===== config.mk =====
export PLATFORM = sky130hd
export DESIGN_NAME = bs3d_mac
export DESIGN_NICKNAME = d
export VERILOG_FILES = /design/src/rtl/bs3d_pkg.sv /design/src/rtl/bs3d_mac.sv
export SDC_FILE = /design/constraint.sdc
export NUM_CORES = 1
export LEC_CHECK = 0
export BUFFER_PORTS_ARGS = -buffer_cell sky130_fd_sc_hd__buf_2
export CAP_MARGIN = 20
export CORE_MARGIN = 2
export CORE_UTILIZATION = 55
export DETAILED_ROUTE_END_ITERATION = 8
export PLACE_DENSITY = 0.74
export SYNTH_ARGS = -nofsm -noshare
export SYNTH_HDL_FRONTEND = slang
export SYNTH_SLANG_ARGS = --single-unit

===== constraint.sdc =====
create_clock -name i_clk -period 6.1 [get_ports i_clk]
set_clock_uncertainty 0.1 [all_clocks]
set_input_delay 0.61 -clock i_clk [delete_from_list [all_inputs] [get_ports i_clk]]
set_output_delay 0.61 -clock i_clk [all_outputs]
set_load 0.02 [all_outputs]

===== src/rtl/bs3d_pkg.sv =====
// bs3d_pkg: shared widths, register codes and control types of the 27-point box stencil.
// No dependencies; other files reference it by scoped names or import it.
package bs3d_pkg;

    localparam int XY_W       = 6;
    localparam int POS_W      = XY_W + 1;
    localparam int Z_W        = 12;
    localparam int IDX_W      = 5;
    localparam int VAL_W      = 16;
    localparam int SUM_W      = 36;
    localparam int TAPS       = 27;
    localparam int SPAN       = 2*1 + 1;
    localparam int MAX_DEPTH  = 4094;
    localparam int CFG_IDX_W  = 2;
    localparam int CFG_DATA_W = 12;

    localparam logic [CFG_IDX_W-1:0] CFG_WIDTH  = 2'd0;
    localparam logic [CFG_IDX_W-1:0] CFG_HEIGHT = 2'd1;
    localparam logic [CFG_IDX_W-1:0] CFG_DEPTH  = 2'd2;

    localparam logic KIND_WEIGHT = 1'b0;
    localparam logic KIND_SAMPLE = 1'b1;

    typedef struct packed {
        logic valid;
        logic first;
        logic last;
    } t_mac_ctl;

endpackage


===== src/rtl/bs3d_mac.sv =====
// bs3d_mac: shared signed multiply-accumulate, product register then accumulator.
// Depends on bs3d_pkg for t_mac_ctl and the result width.
module bs3d_mac #(
    parameter int SAMPLE_BITS = 16
) (
    input  logic                                i_clk,
    input  logic                                i_rst_n,
    input  bs3d_pkg::t_mac_ctl                  i_ctl,
    input  logic signed [SAMPLE_BITS-1:0]       i_sample,
    input  logic signed [bs3d_pkg::VAL_W-1:0]   i_weight,
    output logic                                o_done,
    output logic [bs3d_pkg::SUM_W-1:0]          o_sum
);

    localparam int PROD_W = SAMPLE_BITS + bs3d_pkg::VAL_W;
    localparam int ACC_W  = (PROD_W > bs3d_pkg::SUM_W) ? PROD_W : bs3d_pkg::SUM_W;

    bs3d_pkg::t_mac_ctl        r_pctl;
    logic signed [PROD_W-1:0]  r_prod;
    logic signed [ACC_W-1:0]   r_acc;
    logic                      r_done;
    logic signed [ACC_W-1:0]   w_ext;

    assign w_ext = ACC_W'(r_prod);

    always_ff @(posedge i_clk) begin
        if (!i_rst_n) begin
            r_pctl <= '0;
            r_done <= 1'b0;
        end else begin
            r_pctl <= i_ctl;
            r_done <= r_pctl.valid && r_pctl.last;
        end
    end

    always_ff @(posedge i_clk) begin
        r_prod <= i_sample * i_weight;
        if (r_pctl.valid) begin
            r_acc <= r_pctl.first ? w_ext : r_acc + w_ext;
        end
    end

    assign o_done = r_done;
    assign o_sum  = r_acc[bs3d_pkg::SUM_W-1:0];

endmodule


## After elaboration in Yosys (flattened, before gate mapping)

Cells that the tools add are included.

- Flip-flop bits (word level): 72
- Latch bits: 0
- Bits in writable memories: 0
- ROM bits: 0
- Input bits: 37
- Output and inout bits: 37
- Word-level logic and storage cells: 10
- Memories kept: 0

- $add $sub $neg: 1
- Multiply operators: 1
- Div/mod/pow operators: 0
- Order comparisons: 0
- Eq/ne operators: 0
- Shift operators: 0
- Mux-type cells: 1
- Bitwise gates (word level): 0
- Reduce and logical (&&, ||, !) cells: 1

Operators by type and width:

| cell | count |
|---|---|
| adder 36 x 32 -> 36 bit | 1 |
| 2-to-1 mux 36 bit | 1 |
| multiplier 16 x 16 -> 32 bit | 1 |
| logical AND 1 bit | 1 |

## Logic depth before layout (Yosys ltp)

- Depth in word-level cells: 2
- Gate-level depth with buffers: 24
- Mapped depth without buffers: 23

## Worst setup path before layout

No wires, ideal clock.

- Kind: input to register
- Start point: in i_sample[15]
- End point: reg r_prod[30]
- Library setup time: 72 ps
- Data arrival time: 6076 ps
- Data required time: 5928 ps
- Path slack: -148 ps
- Cell stages on the path: 21
- Buffers on the path: 1
- Cell sequence: clkbuf_1 > nand2_1 > inv_1 > fa_1 > inv_1 > fa_1 > inv_1 > fa_1 > inv_1 > fa_1 > fa_1 > fa_1 > inv_1 > ha_1 > a211o_1 > or4_1 > o221ai_1 > a31oi_1 > a31o_2 > o211ai_1 > xnor2_1

- Cells in the longest elaborated chain, start to end: 1

Ends and longest elaborated chain:

| what | RTL line | text |
|---|---|---|
| start, declared | bs3d_mac.sv:9 | `input logic signed [SAMPLE_BITS-1:0] i_sample,` |
| multiplier 16 x 16 -> 32 bit | bs3d_mac.sv:37 | `r_prod <= i_sample * i_weight;` |
| end signal, assigned | bs3d_mac.sv:37 |  |
| end, declared | bs3d_mac.sv:19 | `logic signed [PROD_W-1:0] r_prod;` |

No other way between the ends.
A chain may end at the register's enable or synchronous reset.

## Worst setup path in the final report

- Start point: in i_weight[2] (netlist name)
- End point: reg r_prod[30]

- Cells in the longest elaborated chain, start to end: 1

Ends and longest elaborated chain:

| what | RTL line | text |
|---|---|---|
| start, declared | bs3d_mac.sv:10 | `input logic signed [bs3d_pkg::VAL_W-1:0] i_weight,` |
| multiplier 16 x 16 -> 32 bit | bs3d_mac.sv:37 |  |

No other way between the ends.

==> impl_results.md <==
- Outcome: complete, no violations
- Hold Startpoint: r_pctl[0]
- CP Launch Point: i_weight[2]
- Final count of hold timing violations: 0
- Final setup viols: 0
- Detail Route Antenna Nets: 0
- IO Port Bufs: between 70 and 80
- Mapped Cells: 1492
- Clock Sinks: 72
- # IOs: between 70 and 80
- Gr usage total: between 20% and 30%
- Worst R2R Path Depth: 10
- Post-layout min period: between 5 and 6 ns
- 1st-pass router iterations: 5
- Final HPWL DP: about 26000 um
- Die area: roughly 0.027 mm2
- Synth area leaders: fa_1, ha_1, inv_1
- Layout cell share with drive strength beyond 1: approximately 15%
- Rel. slew slack: between 50% and 60%
- Max frequency: 0.167 GHz
- DR vias: between 10000 and 15000
- M1 GR Usage: between 30% and 40%
- Placeable Area: 0.0250 mm2
- Std-Cell Rows: just under 60
- Nets@finish: between 2000 and 2500
- 1st-iter DRT viols: between 500 and 600
- Clk buf depth: 2
- CTS Buf Count: 9
- Hold path depth: 1
- GRT busiest layer: met2
- CP Class: in2reg
- Clk_lat worst skew: 0.33 ns
- RR Endpoint: o_sum[34]
- Final WL: approximately 30000 um
- Post-synth EDFFs: 36
- Unrepaired setup endpoints after global routing: yes
- CP Launch Type: input pin
- Critical path endpoint: r_prod[30]
- Synth area leader: fa_1
- Predominant post-synthesis flop cell: edfxtp_1
- Yosys cell types: between 60 and 70
- Die W: approximately 160 um
- Yosys top cell area share: between 30% and 40%
- Synth Warn #: 0
- Crit Path Max Fanout: 8
- Crit. End Element: flop
- Post-Synthesis Cell Area: around 0.014 mm2
- DIE HEIGHT: between 150 and 200 um
- DRC: 0
- Post-synth ARST share: 0%
- GR met3 Demand/Resource: about 2.7%
- CP Data Required Time: around 6.2 ns
- CTS Hold Bufs: 0
- Yosys reg bits: a little over 70
- Post-Layout Cell Count: 1971
- Grt total ovfl: 0
- Routing usage on met2: about two fifths
- Top cells by count, synth: inv_1, fa_1, nand2_1
- Area Growth Syn to Fin: 14.1%
- Routed WL per cell: between 15 and 20 um
- HP Class: reg2reg
- Fillers: ~2000
- Max-Cap Viols: 0
- Seq/Total Area, Yosys: between 10% and 20%
- Number of global-route vias before repair: roughly 11000
- Worst-Margin Slew: 0.619 ns
- ANT cells: 0
- Slew Limit Fails: 0
- Mean Syn Cell Area: just over 9 um2
- Root buf cell: clkbuf_16
- Cell count after placement: 1953
- Data arrival time of the critical path: 6.10 ns
- Internal reg-to-reg setup slack: 2.54 ns
- Initial Util: 55.6%
- GP Congestion: between 0.9 and 1
- First-pass GRT wire length: between 50000 and 60000 um
- Largest net degree at the start of global routing: slightly above 70
- Via/cell ratio: 5.21
- CTS tree: yes
- Mapped Nets: 1909
- Worst-path clk slew: 0.06 ns
- H-Tree Depth: 3
- Final period util: between 90% and 100%
- Initial antenna violation count: 0
- Most common cell in the netlist: inv_1
- Worst r2r src: o_sum[19]
what timing repair did:
item,CTS,global route
gates resized for setup,0,84
endpoints found under the hold margin,0,0
endpoints found under the setup margin,0,6
setup buffers,0,2
critical path, cell delays in order:
cell	delay, ns
buf_12	0.11
and2_4	0.16
fa_1	0.54
inv_2	0.04
fa_1	0.50
inv_1	0.05
fa_1	0.53
inv_2	0.05
fa_1	0.53
fa_1	0.45
fa_1	0.55
inv_2	0.05
ha_4	0.21
a211o_1	0.28
or4_4	0.51
o221ai_4	0.22
a31oi_4	0.13
a31o_4	0.26
o211ai_1	0.20
xnor2_1	0.09
per-stage QoR:
step | setup slack, ns | hold slack [ns] | TNS [ns] | area (um2) | util (%)
global route | -0.0332 | 0.386 | -0.0579 | 15800 | 63.4
CTS | 0.0463 | 0.367 | 0 | 15600 | 62.4
finish | 0.121 | 0.367 | 0 | 15800 | 63.4
detailed placement | -0.309 | 0.353 | -1.32 | 15300 | 61.2
floorplan | 0.0272 | 0.329 | 0 | 13900 | -
global placement | -0.221 | 0.336 | -0.850 | 15300 | 61.2
worst min-delay path by stage:
stage	endpoint	slack, ns
2_1_floorplan	o_done	0.33
3_3_place_gp	o_done	0.34
3_5_place_dp	o_done	0.35
4_1_cts	o_done	0.37
5_1_grt	r_pctl[2]	0.39
6_report	o_done	0.37
cell type report:
type / count / area, um2 / area share [%]
Tap cell: 330 / 413 / 2.61
Timing Repair Buffer: 176 / 1220 / 7.70
Inverter: 325 / 1220 / 7.70
Clock inverter: 5 / 36.3 / 0.229
Multi-Input combinational cell: 1052 / 10900 / 68.7
Sequential cell: 72 / 1800 / 11.4
Clock buffer: 11 / 264 / 1.67
flip-flops by register name, summed over array words and instances (netlist names):
signal,count
r_prod,32
o_done,1
o_sum,36
r_pctl,3
metal layers:
| metal | vias up | part of all wire (%) |
|---|---|---|
| li1 | 4936 | - |
| met1 | 5027 | 47 |
| met2 | 271 | 46 |
| met3 | 40 | 5.1 |
| met4 | 0 | 1.7 |
| met5 | - | 0 |
cell families after synthesis:
family / count (synthesis) / synth area share [%]
mux: 4 / 0.315
flops: 72 / 13.0
xor+xnor: 66 / 4.16
compound gates: 205 / 9.73
fa+ha+maj: 380 / 48.5
buf+inv: 368 / 10.0
simple gates: 397 / 14.3
layout by cell type, fill, tap and decap left out, types with 4 or more instances in the layout:
| cell | Yosys | final |
|---|---|---|
| dfxtp_1 | 36 | 35 |
| a21oi_1 | 50 | 50 |
| o31ai_1 | 7 | 6 |
| a21o_1 | 23 | 23 |
| and3_1 | 7 | 7 |
| o21a_1 | 7 | 7 |
| nand3_1 | 15 | 15 |
| nor2_1 | 32 | 32 |
| fa_1 | 263 | 255 |
| edfxtp_1 | 36 | 36 |
| a211o_1 | 6 | 6 |
| nand2b_1 | 8 | 8 |
| nand4_1 | 6 | 6 |
| xnor2_1 | 42 | 42 |
| and2_4 | 0 | 7 |
| nor3_1 | 6 | 6 |
| a211oi_1 | 5 | 4 |
| buf_4 | 0 | 111 |
| clkbuf_16 | 0 | 10 |
| fa_2 | 0 | 8 |
| o21ai_0 | 51 | 48 |
| buf_2 | 2 | 56 |
| inv_1 | 325 | 319 |
| o211ai_1 | 4 | 4 |
| and2_1 | 130 | 123 |
| nor2b_1 | 6 | 6 |
| ha_1 | 117 | 113 |
| nand2_1 | 167 | 163 |
| buf_6 | 1 | 5 |
| o21ai_1 | 3 | 5 |
| xor2_1 | 24 | 24 |
| inv_2 | 0 | 6 |
| o21bai_1 | 13 | 13 |
Power is left out: the tool's default activity adds up to more than one toggle a clock period on the data nets, which glitch-free logic cannot reach.
